[src/hw/rtl/tksum_pkg.sv]
// ----------------------------------------------------------------------------
// Top-k sum package
// Sizes, register indexes and shared types of the top-k sum unit.
// ----------------------------------------------------------------------------
package tksum_pkg;

   localparam int CAPACITY = 64;
   localparam int ADDR_W   = $clog2(CAPACITY);
   localparam int FILL_W   = $clog2(CAPACITY + 1);

   localparam int VALUE_W  = 32;
   localparam int KEPT_W   = 31;
   localparam int SUM_W    = 40;
   localparam int POS_W    = 32;
   localparam int BEST_W   = 48;
   localparam int COUNT_W  = 7;
   localparam int PEN_W    = 20;
   localparam int COST_W   = POS_W + PEN_W;
   localparam int DIFF_W   = COST_W + 1;

   localparam int CSR_IDX_W  = 1;
   localparam int CSR_DATA_W = 20;

   localparam logic [CSR_IDX_W-1:0] CSR_KEEP_COUNT = 1'd0;
   localparam logic [CSR_IDX_W-1:0] CSR_PENALTY    = 1'd1;

   localparam logic [COUNT_W-1:0] KEEP_COUNT_RESET = 7'd64;

   typedef logic [KEPT_W-1:0] kept_type;
   typedef logic [ADDR_W-1:0] addr_type;
   typedef logic [FILL_W-1:0] fill_type;

endpackage

[src/hw/rtl/tksum_ram.sv]
// ----------------------------------------------------------------------------
// Top-k sum RAM
// Generic single-write, single-read memory with registered read data.
// ----------------------------------------------------------------------------
module tksum_ram #(
   parameter int WIDTH = 32,
   parameter int DEPTH = 64
) (
   input  logic                     clock,
   input  logic                     wr_en,
   input  logic [$clog2(DEPTH)-1:0] wr_addr,
   input  logic [WIDTH-1:0]         wr_data,
   input  logic [$clog2(DEPTH)-1:0] rd_addr,
   output logic [WIDTH-1:0]         rd_data
);

   logic [WIDTH-1:0] mem [DEPTH];
   logic [WIDTH-1:0] rd_data_ff;

   always_ff @(posedge clock) begin
      if (wr_en) begin
         mem[wr_addr] <= wr_data;
      end
      rd_data_ff <= mem[rd_addr];
   end

   assign rd_data = rd_data_ff;

endmodule

[src/hw/rtl/topk_sum_with_position_penalty_unit.sv]
// ----------------------------------------------------------------------------
// Top-k sum with position penalty
// Keeps the largest positive values in a min-heap and tracks the best
// penalized sum.
// ----------------------------------------------------------------------------
// Every input word advances the position; positive values enter a min-heap
// of up to keep_count entries (at least one, at most 64) held in a RAM with
// one read port, with the minimum mirrored in a register. A skipped or
// rejected word goes straight to the return of the score. An admitted word
// first passes the penalty multiply and score update, then the heap walk: an
// insert reads and compares the parent at each level climbed, a replacement
// reads both children and compares at each level descended (two reads of the
// one RAM read port and a compare), and then the word is returned. A new word
// is taken while the previous result still waits on the output.
// ----------------------------------------------------------------------------
module topk_sum_with_position_penalty_unit (
   input  logic                                  clock,
   input  logic                                  reset,
   input  logic                                  req_valid,
   output logic                                  req_stall,
   input  logic signed [tksum_pkg::VALUE_W-1:0]  req_value,
   output logic                                  rsp_valid,
   input  logic                                  rsp_stall,
   output logic [tksum_pkg::BEST_W-1:0]          rsp_best_score,
   input  logic                                  csr_wr_en,
   input  logic [tksum_pkg::CSR_IDX_W-1:0]       csr_index,
   input  logic [tksum_pkg::CSR_DATA_W-1:0]      csr_wr_data
);

   localparam logic [3:0] ST_IDLE  = 4'd0;
   localparam logic [3:0] ST_COST  = 4'd1;
   localparam logic [3:0] ST_SCORE = 4'd2;
   localparam logic [3:0] ST_UP_RD = 4'd3;
   localparam logic [3:0] ST_UP_CM = 4'd4;
   localparam logic [3:0] ST_DN_RL = 4'd5;
   localparam logic [3:0] ST_DN_RR = 4'd6;
   localparam logic [3:0] ST_DN_CM = 4'd7;
   localparam logic [3:0] ST_DONE  = 4'd8;

   logic [3:0]                       state_ff, state_in;
   logic [tksum_pkg::COUNT_W-1:0]    keep_count_ff, keep_count_in;
   logic [tksum_pkg::PEN_W-1:0]      penalty_ff, penalty_in;
   tksum_pkg::fill_type              fill_ff, fill_in;
   logic [tksum_pkg::SUM_W-1:0]      sum_ff, sum_in;
   logic [tksum_pkg::POS_W-1:0]      position_ff, position_in;
   logic [tksum_pkg::BEST_W-1:0]     best_ff, best_in;
   tksum_pkg::kept_type              root_ff, root_in;
   tksum_pkg::kept_type              value_ff, value_in;
   tksum_pkg::kept_type              left_ff, left_in;
   logic                             has_right_ff, has_right_in;
   logic                             insert_ff, insert_in;
   tksum_pkg::addr_type              idx_ff, idx_in;
   tksum_pkg::fill_type              child_ff, child_in;
   logic [tksum_pkg::COST_W-1:0]     cost_ff, cost_in;
   logic                             rsp_valid_ff, rsp_valid_in;
   logic [tksum_pkg::BEST_W-1:0]     rsp_best_ff, rsp_best_in;

   logic                             wr_en;
   tksum_pkg::addr_type              wr_addr;
   tksum_pkg::kept_type              wr_data;
   tksum_pkg::addr_type              rd_addr;
   tksum_pkg::kept_type              rd_data;

   tksum_pkg::fill_type              limit;
   logic                             positive;
   tksum_pkg::kept_type              req_kept;
   tksum_pkg::addr_type              idx_dec;
   tksum_pkg::addr_type              parent;
   tksum_pkg::fill_type              child_next;
   logic signed [tksum_pkg::DIFF_W-1:0] diff;
   tksum_pkg::kept_type              min_val;
   tksum_pkg::fill_type              min_idx;

   tksum_ram #(
      .WIDTH (tksum_pkg::KEPT_W),
      .DEPTH (tksum_pkg::CAPACITY)
   ) u_heap (
      .clock   (clock),
      .wr_en   (wr_en),
      .wr_addr (wr_addr),
      .wr_data (wr_data),
      .rd_addr (rd_addr),
      .rd_data (rd_data)
   );

   always_comb begin
      if (keep_count_ff == '0) begin
         limit = tksum_pkg::FILL_W'(1);
      end else if (keep_count_ff > tksum_pkg::COUNT_W'(tksum_pkg::CAPACITY)) begin
         limit = tksum_pkg::FILL_W'(tksum_pkg::CAPACITY);
      end else begin
         limit = tksum_pkg::FILL_W'(keep_count_ff);
      end
   end

   assign positive   = (req_value != '0) && !req_value[tksum_pkg::VALUE_W-1];
   assign req_kept   = req_value[tksum_pkg::KEPT_W-1:0];
   assign idx_dec    = idx_ff - tksum_pkg::ADDR_W'(1);
   assign parent     = {1'b0, idx_dec[tksum_pkg::ADDR_W-1:1]};
   assign child_next = child_ff + tksum_pkg::FILL_W'(1);
   assign diff       = $signed({{(tksum_pkg::DIFF_W - tksum_pkg::SUM_W){1'b0}}, sum_ff})
                     - $signed({1'b0, cost_ff});

   always_comb begin
      if (has_right_ff && (rd_data < left_ff)) begin
         min_val = rd_data;
         min_idx = child_next;
      end else begin
         min_val = left_ff;
         min_idx = child_ff;
      end
   end

   always_comb begin
      state_in      = state_ff;
      keep_count_in = keep_count_ff;
      penalty_in    = penalty_ff;
      fill_in       = fill_ff;
      sum_in        = sum_ff;
      position_in   = position_ff;
      best_in       = best_ff;
      root_in       = root_ff;
      value_in      = value_ff;
      left_in       = left_ff;
      has_right_in  = has_right_ff;
      insert_in     = insert_ff;
      idx_in        = idx_ff;
      child_in      = child_ff;
      cost_in       = cost_ff;
      rsp_valid_in  = rsp_valid_ff;
      rsp_best_in   = rsp_best_ff;
      wr_en         = 1'b0;
      wr_addr       = idx_ff;
      wr_data       = value_ff;
      rd_addr       = parent;

      if (csr_wr_en) begin
         case (csr_index)
            tksum_pkg::CSR_KEEP_COUNT: keep_count_in = csr_wr_data[tksum_pkg::COUNT_W-1:0];
            tksum_pkg::CSR_PENALTY:    penalty_in = csr_wr_data[tksum_pkg::PEN_W-1:0];
            default: ;
         endcase
      end

      if (rsp_valid_ff && !rsp_stall) begin
         rsp_valid_in = 1'b0;
      end

      case (state_ff)
         ST_IDLE: begin
            if (req_valid) begin
               position_in = position_ff + tksum_pkg::POS_W'(1);
               value_in    = req_kept;
               state_in    = ST_DONE;
               if (positive && (fill_ff < limit)) begin
                  insert_in = 1'b1;
                  idx_in    = tksum_pkg::ADDR_W'(fill_ff);
                  fill_in   = fill_ff + tksum_pkg::FILL_W'(1);
                  sum_in    = sum_ff + tksum_pkg::SUM_W'(req_kept);
                  state_in  = ST_COST;
               end else if (positive && (fill_ff != '0) && (req_kept > root_ff)) begin
                  insert_in = 1'b0;
                  idx_in    = '0;
                  child_in  = tksum_pkg::FILL_W'(1);
                  sum_in    = sum_ff - tksum_pkg::SUM_W'(root_ff)
                            + tksum_pkg::SUM_W'(req_kept);
                  state_in  = ST_COST;
               end
            end
         end
         ST_COST: begin
            cost_in  = tksum_pkg::COST_W'(position_ff) * tksum_pkg::COST_W'(penalty_ff);
            state_in = ST_SCORE;
         end
         ST_SCORE: begin
            if ((diff > 0) && (diff[tksum_pkg::BEST_W-1:0] > best_ff)) begin
               best_in = diff[tksum_pkg::BEST_W-1:0];
            end
            state_in = insert_ff ? ST_UP_RD : ST_DN_RL;
         end
         ST_UP_RD: begin
            if (idx_ff == '0) begin
               wr_en    = 1'b1;
               root_in  = value_ff;
               state_in = ST_DONE;
            end else begin
               state_in = ST_UP_CM;
            end
         end
         ST_UP_CM: begin
            wr_en = 1'b1;
            if (rd_data <= value_ff) begin
               if (idx_ff == '0) begin
                  root_in = value_ff;
               end
               state_in = ST_DONE;
            end else begin
               wr_data  = rd_data;
               idx_in   = parent;
               state_in = ST_UP_RD;
            end
         end
         ST_DN_RL: begin
            rd_addr = child_ff[tksum_pkg::ADDR_W-1:0];
            if (child_ff < fill_ff) begin
               state_in = ST_DN_RR;
            end else begin
               wr_en = 1'b1;
               if (idx_ff == '0) begin
                  root_in = value_ff;
               end
               state_in = ST_DONE;
            end
         end
         ST_DN_RR: begin
            rd_addr      = child_next[tksum_pkg::ADDR_W-1:0];
            left_in      = rd_data;
            has_right_in = child_next < fill_ff;
            state_in     = ST_DN_CM;
         end
         ST_DN_CM: begin
            wr_en = 1'b1;
            if (value_ff <= min_val) begin
               if (idx_ff == '0) begin
                  root_in = value_ff;
               end
               state_in = ST_DONE;
            end else begin
               wr_data = min_val;
               if (idx_ff == '0) begin
                  root_in = min_val;
               end
               idx_in   = min_idx[tksum_pkg::ADDR_W-1:0];
               child_in = {min_idx[tksum_pkg::ADDR_W-1:0], 1'b1};
               state_in = ST_DN_RL;
            end
         end
         ST_DONE: begin
            if (!rsp_valid_ff || !rsp_stall) begin
               rsp_valid_in = 1'b1;
               rsp_best_in  = best_ff;
               state_in     = ST_IDLE;
            end
         end
         default: begin
            state_in = ST_IDLE;
         end
      endcase
   end

   always_ff @(posedge clock) begin
      if (reset) begin
         state_ff      <= ST_IDLE;
         keep_count_ff <= tksum_pkg::KEEP_COUNT_RESET;
         penalty_ff    <= '0;
         fill_ff       <= '0;
         sum_ff        <= '0;
         position_ff   <= '0;
         best_ff       <= '0;
         rsp_valid_ff  <= 1'b0;
      end else begin
         state_ff      <= state_in;
         keep_count_ff <= keep_count_in;
         penalty_ff    <= penalty_in;
         fill_ff       <= fill_in;
         sum_ff        <= sum_in;
         position_ff   <= position_in;
         best_ff       <= best_in;
         rsp_valid_ff  <= rsp_valid_in;
      end
      root_ff      <= root_in;
      value_ff     <= value_in;
      left_ff      <= left_in;
      has_right_ff <= has_right_in;
      insert_ff    <= insert_in;
      idx_ff       <= idx_in;
      child_ff     <= child_in;
      cost_ff      <= cost_in;
      rsp_best_ff  <= rsp_best_in;
   end

   assign req_stall      = (state_ff != ST_IDLE);
   assign rsp_valid      = rsp_valid_ff;
   assign rsp_best_score = rsp_best_ff;

endmodule

[config.mk]
export PLATFORM = sky130hd
export DESIGN_NAME = topk_sum_with_position_penalty_unit
export DESIGN_NICKNAME = d
export VERILOG_FILES = /design/src/hw/rtl/tksum_pkg.sv /design/src/hw/rtl/tksum_ram.sv /design/src/hw/rtl/topk_sum_with_position_penalty_unit.sv
export SDC_FILE = /design/constraint.sdc
export NUM_CORES = 2
export LEC_CHECK = 0
export BUFFER_PORTS_ARGS = -buffer_cell sky130_fd_sc_hd__clkbuf_2
export CORE_UTILIZATION = 60
export CTS_CLUSTER_DIAMETER = 200
export DETAILED_ROUTE_END_ITERATION = 10
export PLACE_DENSITY_LB_ADDON = 0.12
export SLEW_MARGIN = 10
export SYNTH_ARGS = -nofsm -noshare
export SYNTH_HDL_FRONTEND = slang
export SYNTH_SLANG_ARGS = --single-unit
export TNS_END_PERCENT = 30
[constraint.sdc]
create_clock -name clock -period 17.85 [get_ports clock]
set_clock_uncertainty 0.15 [all_clocks]
set_input_delay 1.785 -clock clock [delete_from_list [all_inputs] [get_ports clock]]
set_output_delay 1.785 -clock clock [all_outputs]
set_load 0.01 [all_outputs]
## Word-level counts from Yosys, hierarchy flattened

Memory sizes are Yosys's and may differ from the RTL's. A register that Yosys moved wholly into a read port is not among the register bits.
Index checks and enable logic that the tools add are counted.

- Flip-flop bits (word level): 367
- RAM bits: 1,984
- Bits of input ports: 58
- Output and inout bits: 50
- Logic and storage cells: 135
- Memories kept: 1

Memory list:

| memory | words | width | read ports | clocked after Yosys merged registers in | write ports | line | text |
|---|---|---|---|---|---|---|---|
| u_heap.mem | 64 | 31 | 1 | 1 | 1 | tksum_ram.sv:17 | `logic [WIDTH-1:0] mem [DEPTH];` |

- Add/sub/neg operators: 8
- $mul: 1
- Magnitude comparators: 10
- Equality and inequality tests: 18
- Multiplexer cells: 46
- Bitwise operators: 1
- Reduce and logical (&&, ||, !) cells: 33

Operators with widths:

| cell | number |
|---|---|
| $mux 31 | 8 |
| $pmux 31 s4 | 1 |
| $add 40x31->40 | 2 |
| $mux 40 | 2 |
| $le 31x31->1 | 2 |
| $pmux 31 s2 | 1 |
| $gt 53x1->1 const B | 1 |
| $sub 40x52->53 | 1 |
| $mul 32x20->52 | 1 |
| $gt 48x48->1 | 1 |
| $mux 7 | 6 |
| $sub 40x31->40 | 1 |
| $mux 6 | 6 |
| $pmux 4 s9 | 1 |
| $add 32x1->32 const B | 1 |
| $mux 4 | 8 |
| $reduce_bool 32->1 | 1 |
| $gt 31x31->1 | 1 |
| $lt 31x31->1 | 1 |
| $lt 7x7->1 | 3 |
| $pmux 6 s3 | 1 |
| $eq 4x3->1 const B | 4 |
| $ne 2x2->1 const B | 8 |
| $add 7x1->7 const B | 2 |
| other kinds (27) | 53 |

## Logic depth before layout (Yosys ltp)

- Word-level depth: 8
- Gate-level depth with buffers: 29
- Gate-level depth less buffers: 28

## Modules after synthesis

Synthesis repeated with hierarchy kept, for this count alone.

- Cell total of the unflattened synthesis: 8,878
- Area, all modules: 124,175.3 um^2

Modules (own cells, without submodules):

| module | instances | cells an instance | area an instance (um^2) | seq. area each (um^2) |
|---|---|---|---|---|
| tksum_ram | 1 | 3,418 | 76,308.2 | 60,197.7 |
| topk_sum_with_position_penalty_unit | 1 | 5,460 | 47,867.2 | 9,399.0 |

## Least setup slack after synthesis

No wires, ideal clock.

- Path type: register to register
- Start point: register left_ff[16]
- End point: memory u_heap.mem[0][11] (netlist name) (data pin)
- Setup time: 0.702 ns
- Arrival: 7.211 ns
- Required time: 16.998 ns
- Path slack: 9.788 ns
- Cell stages (with the launch flop): 24
- Buffers on the path: 3
- Clock period less this slack: 8.062 ns
- Cell sequence: edfxtp_1 -> inv_1 -> ha_1 -> a21o_1 -> a21o_1 -> a21o_1 -> a21o_1 -> a21o_1 -> a21o_1 -> a21oi_1 -> o311ai_0 -> a21oi_1 -> clkbuf_1 -> clkbuf_1 -> a21oi_1 -> ha_1 -> nand4_1 -> nor4_1 -> o21a_1 -> o41ai_1 -> nor2_1 -> clkbuf_1 -> a21oi_1 -> o21ai_0

- Word-level cells in the longest chain between the ends: 6

Ends and longest elaborated chain:

| element | line | text |
|---|---|---|
| start, declared | topk_sum_with_position_penalty_unit.sv:49 | `tksum_pkg::kept_type left_ff, left_in;` |
| start signal, assigned | topk_sum_with_position_penalty_unit.sv:273 | `left_ff <= left_in;` |
| $lt 31x31->1 | topk_sum_with_position_penalty_unit.sv:105 | `if (has_right_ff && (rd_data < left_ff)) begin` |
| $logic_and 1x1->1 | topk_sum_with_position_penalty_unit.sv:105 |  |
| $mux 31 * | topk_sum_with_position_penalty_unit.sv:105 |  |
| $le 31x31->1 | topk_sum_with_position_penalty_unit.sv:223 | `if (value_ff <= min_val) begin` |
| $mux 31 * | topk_sum_with_position_penalty_unit.sv:223 |  |
| $pmux 31 s2 * | topk_sum_with_position_penalty_unit.sv:149 | `case (state_ff)` |
| net u_heap.wr_data[11] | tksum_ram.sv:12 | `input logic [WIDTH-1:0] wr_data,` |
| end, declared | tksum_ram.sv:17 |  |

Mark *: on every way through the listed nets, which the timed path passes. The rest lies on a longest branch.

## Worst setup path after layout

- Start point: register position_ff[11] (netlist name)
- End point: register cost_ff[46] (netlist name) (data pin)

- Word-level cells in the longest chain between the ends: 1

Ends and longest elaborated chain:

| element | line | text |
|---|---|---|
| start, declared | topk_sum_with_position_penalty_unit.sv:45 | `logic [tksum_pkg::POS_W-1:0] position_ff, position_in;` |
| start signal, assigned | topk_sum_with_position_penalty_unit.sv:267 | `position_ff <= position_in;` |
| $mul 32x20->52 | topk_sum_with_position_penalty_unit.sv:172 | `cost_in = tksum_pkg::COST_W'(position_ff) * tksum_pkg::COST_W'(penalty_ff);` |
| end signal, assigned | topk_sum_with_position_penalty_unit.sv:278 | `cost_ff <= cost_in;` |
| end, declared | topk_sum_with_position_penalty_unit.sv:54 | `logic [tksum_pkg::COST_W-1:0] cost_ff, cost_in;` |

Every way passes these cells.
A chain may end at the register's enable or synchronous reset.

==> results.md <==
* Gr ovfl total at 0
* Hold_buf cts at 0
* Tcrit/Tclk final at 46.07%
* Leak Pwr at 50.88 nW
* First-pass GRT wire length at 479400 um
* Largest net degree at the start of global routing at 116
* Routed length per placed instance at 27.11 um
* Status: completed
* Sequential Power Share at 43.6%
* FFs w/ async S/R, synth at 0%
* Via count of the first global-routing pass at 76143
* Antenna violations before repair at 8
* Drt first pass iters at 6
* DR vias/cell at 6.323
* Fillers at 14331
* Slew @ Worst Pin at 1.442 ns
* Global Route Usage Sum at 31.03%
* Worst-Skew Late Latency at 0.89 ns
* Sw power at 4.374 mW
* Comb power frac at 23.7%
* CTS resizes at 0
* Syn Inst Count at 8888
* I/O pins at 108
* CP peak stage delay at 1.01 ns
* Crit-path most repeated cell: fa_1
* Area grow syn2layout at 9.677%
* Kind of critical path: reg -> reg
* Switching part of the total at 29.47%
* Maximum VDD drop at 0.1212 mV
* Die ar. at 209500 um^2
* Main synth FF type: edfxtp_1
* Post-synthesis cell type count at 90
* Clk root buf: clkbuf_16
* Crit Path Max Fanout at 24
* Area of the multi-input gates at 50360 um^2
* Clk slew on worst S/H paths at 0.06 ns
* Max Cap Viol at 0
* CTS sink cnt at 2381
* Placed cell area at 129100 um^2
* Final Max Slew Viols at 0
* Unrepaired setup endpoints after global routing: no
* Final net count at 10089
* Worst path arrival time at 8.65 ns
* Critical Path Sink Type: register
* FF-to-FF Start: position_ff[11]$_SDFFE_PP0P_
* WL final at 322100 um
* Worst setup SP type: register
* Synth top area share at 52.80%
* Vert. Die Dim at 457.7 um
* Post-route cell area at 136700 um^2
* Final count of negative-setup-slack endpoints at 0
* Final core utilization at 66.53%
* Initial DRC Count at 7324
* Tmin final at 8.223 ns
* Post-CTS setup buffer count at 0
* Remaining DRCs at 0
* Starting Density at 60.66%
* Syn_area_per_cell at 14.02 um^2
* Top cells by count, synth: edfxtp_1, inv_1, nand2_1
* Pwr dens at 108.6 nW/um^2
* Max-Slew Margin vs Limit at 3.301%
* DR vias at 75113
* Worst path bufs/invs at 3
* GPL Wtd Cong at 0.9451
* Fmax at 0.1216 GHz
* Top cell family by delay on the critical path: adder cells
* Post-synth EDFFs at 2191
* Crit-path cells: nand2_1 -> fa_1 -> fa_1 -> fa_1 -> inv_1 -> fa_1 -> fa_1 -> fa_1 -> inv_1 -> fa_1 -> inv_1 -> ha_1 -> a21oi_1 -> o21ai_0 -> a21oi_1 -> a211oi_1 -> o31ai_1 -> o31ai_1 -> o21a_1 -> a211oi_1 -> o21ai_0 -> xnor2_1
* Die Span X at 457.7 um
* CP required at 18.28 ns
* Cell accounting for the most synthesized area: edfxtp_1
* CTS tree: yes
* Maximum root-to-sink buffer count at 3
* Fin worst setup slack at 9.627 ns
* Fin. Hold Viols at 0
* Site Rows at 166
* Syn nets at 9990
* Hold Crit Class: reg -> reg
* Count leader, synth: edfxtp_1
* Hold_ws at 0.2787 ns
* Reg area at 69600 um^2
* Setup TNS at 0 ns
* Cell Area, Synth at 124600 um^2
* Clock power share at 32.7%
* Layout cells sized above 1 at 14.11%
* Synth warnings at 0
* Dpl hpwl at 202500 um
* Critical path origin: position_ff[11]$_SDFFE_PP0P_
* Critical path's slowest cell: dfxtp_1
* DRT antenna net count at 0
* Seq cells post-synth at 2381
* Area contributors post-synth: edfxtp_1, fa_1, mux4_2
* Pre-CTS setup slack at 9.592 ns
* Port buffer count at 107
* Worst hold start: best_ff[42]$_SDFFE_PP0P_
* CTS H-tree lvls at 4
* Cell-internal power at 10.47 mW
* CTS Buf Count at 232
* Core box area at 205400 um^2
* Sequential area share after synthesis at 55.86%
==> per-stage QoR <==
step                      power [mW]  cells
after detailed placement       10.09  11441
after global placement         10.03  11441
after floorplan                8.992   8888
after global routing           15.37  11876
after CTS                      14.91  11876
final                          14.84  11880
==> power groups by stage <==
stage | combinational (mW) | sequential [mW] | clock [mW]
after floorplan | 2.47 | 6.53 | 0
after global placement | 3.45 | 6.58 | 0
after detailed placement | 3.51 | 6.58 | 0
after CTS | 3.53 | 6.46 | 4.92
after global routing | 3.78 | 6.47 | 5.12
final | 3.52 | 6.47 | 4.86
==> per-layer routing <==
| metal | global-route usage (%) | wire length, um | vias to the layer above |
|---|---|---|---|
| li1 | - | - | 32606 |
| met1 | 40.20 | 122700 | 38671 |
| met2 | 52.32 | 160200 | 3214 |
| met3 | 3.874 | 22110 | 620 |
| met4 | 14.84 | 17070 | 2 |
| met5 | 0 | 13 | - |
==> sequential cells by signal, indices dropped and copies added (netlist names), 7 cells and up <==
signal and cells:
root_ff 31, cost_ff 52, rsp_best_score 48, keep_count_ff 7, fill_ff 7, penalty_ff 20
u_heap.rd_data 31, position_ff 32, left_ff 31, best_ff 48, sum_ff 40, u_heap.mem 1984
value_ff 31
==> cells in the final DEF (no fill, tap or decap), drive strengths merged, types with 77 or more instances in the layout <==
master / count
a21o: 179
nor2b: 162
ha: 475
and2: 320
clkinv: 89
a21oi: 479
xor2: 77
nor2: 313
mux2i: 161
a211oi: 256
clkbuf: 425
buf: 204
nand2: 618
fa: 569
nand3: 113
dfxtp: 190
edfxtp: 2191
xnor2: 101
inv: 962
mux4: 494
o21ai: 209
==> final timing paths <==
| kind | end | slack (ns) | cells after the start |
|---|---|---|---|
| hold / removal | rsp_best_score[42]$_DFFE_PP_ | 0.28 | 0 |
| hold reg to reg | rsp_best_score[42]$_DFFE_PP_ | 0.28 | 0 |
| setup reg to reg | cost_ff[46]$_DFFE_PP_ | 9.63 | 22 |
| setup / recovery | cost_ff[46]$_DFFE_PP_ | 9.63 | 22 |
==> layout make-up <==
cell class | count | share of cell area (%)
Sequential cell | 2381 | 50.93
Clock buffer | 319 | 4.644
Multi-Input combinational cell | 5105 | 36.85
Inverter | 957 | 2.629
Antenna cell | 4 | 0.007324
Clock inverter | 116 | 0.9064
Timing Repair Buffer | 310 | 1.576
Tap cell | 2688 | 2.461
==> worst reg2reg max path, stage by stage, from the launching register on <==
cell and delay [ns]:
dfxtp_1 1.01, nand2_1 0.21, fa_1 0.57, fa_1 0.52, fa_1 0.51, inv_1 0.06, fa_1 0.57, fa_1 0.44
fa_1 0.53, inv_1 0.06, fa_1 0.48, inv_1 0.05, ha_1 0.32, a21oi_1 0.20, o21ai_0 0.10, a21oi_1 0.19
a211oi_1 0.12, o31ai_1 0.58, o31ai_1 0.21, o21a_1 0.29, a211oi_1 0.46, o21ai_0 0.20, xnor2_1 0.15
==> kinds of logic after synthesis <==
| group | synth area share (%) |
|---|---|
| buf+inv | 4.299 |
| compound gates | 7.195 |
| mux | 10.26 |
| fa+ha+maj | 13.91 |
| flops | 55.86 |
| xor+xnor | 1.251 |
| simple gates | 7.230 |
(Power assumes the default switching activity.)
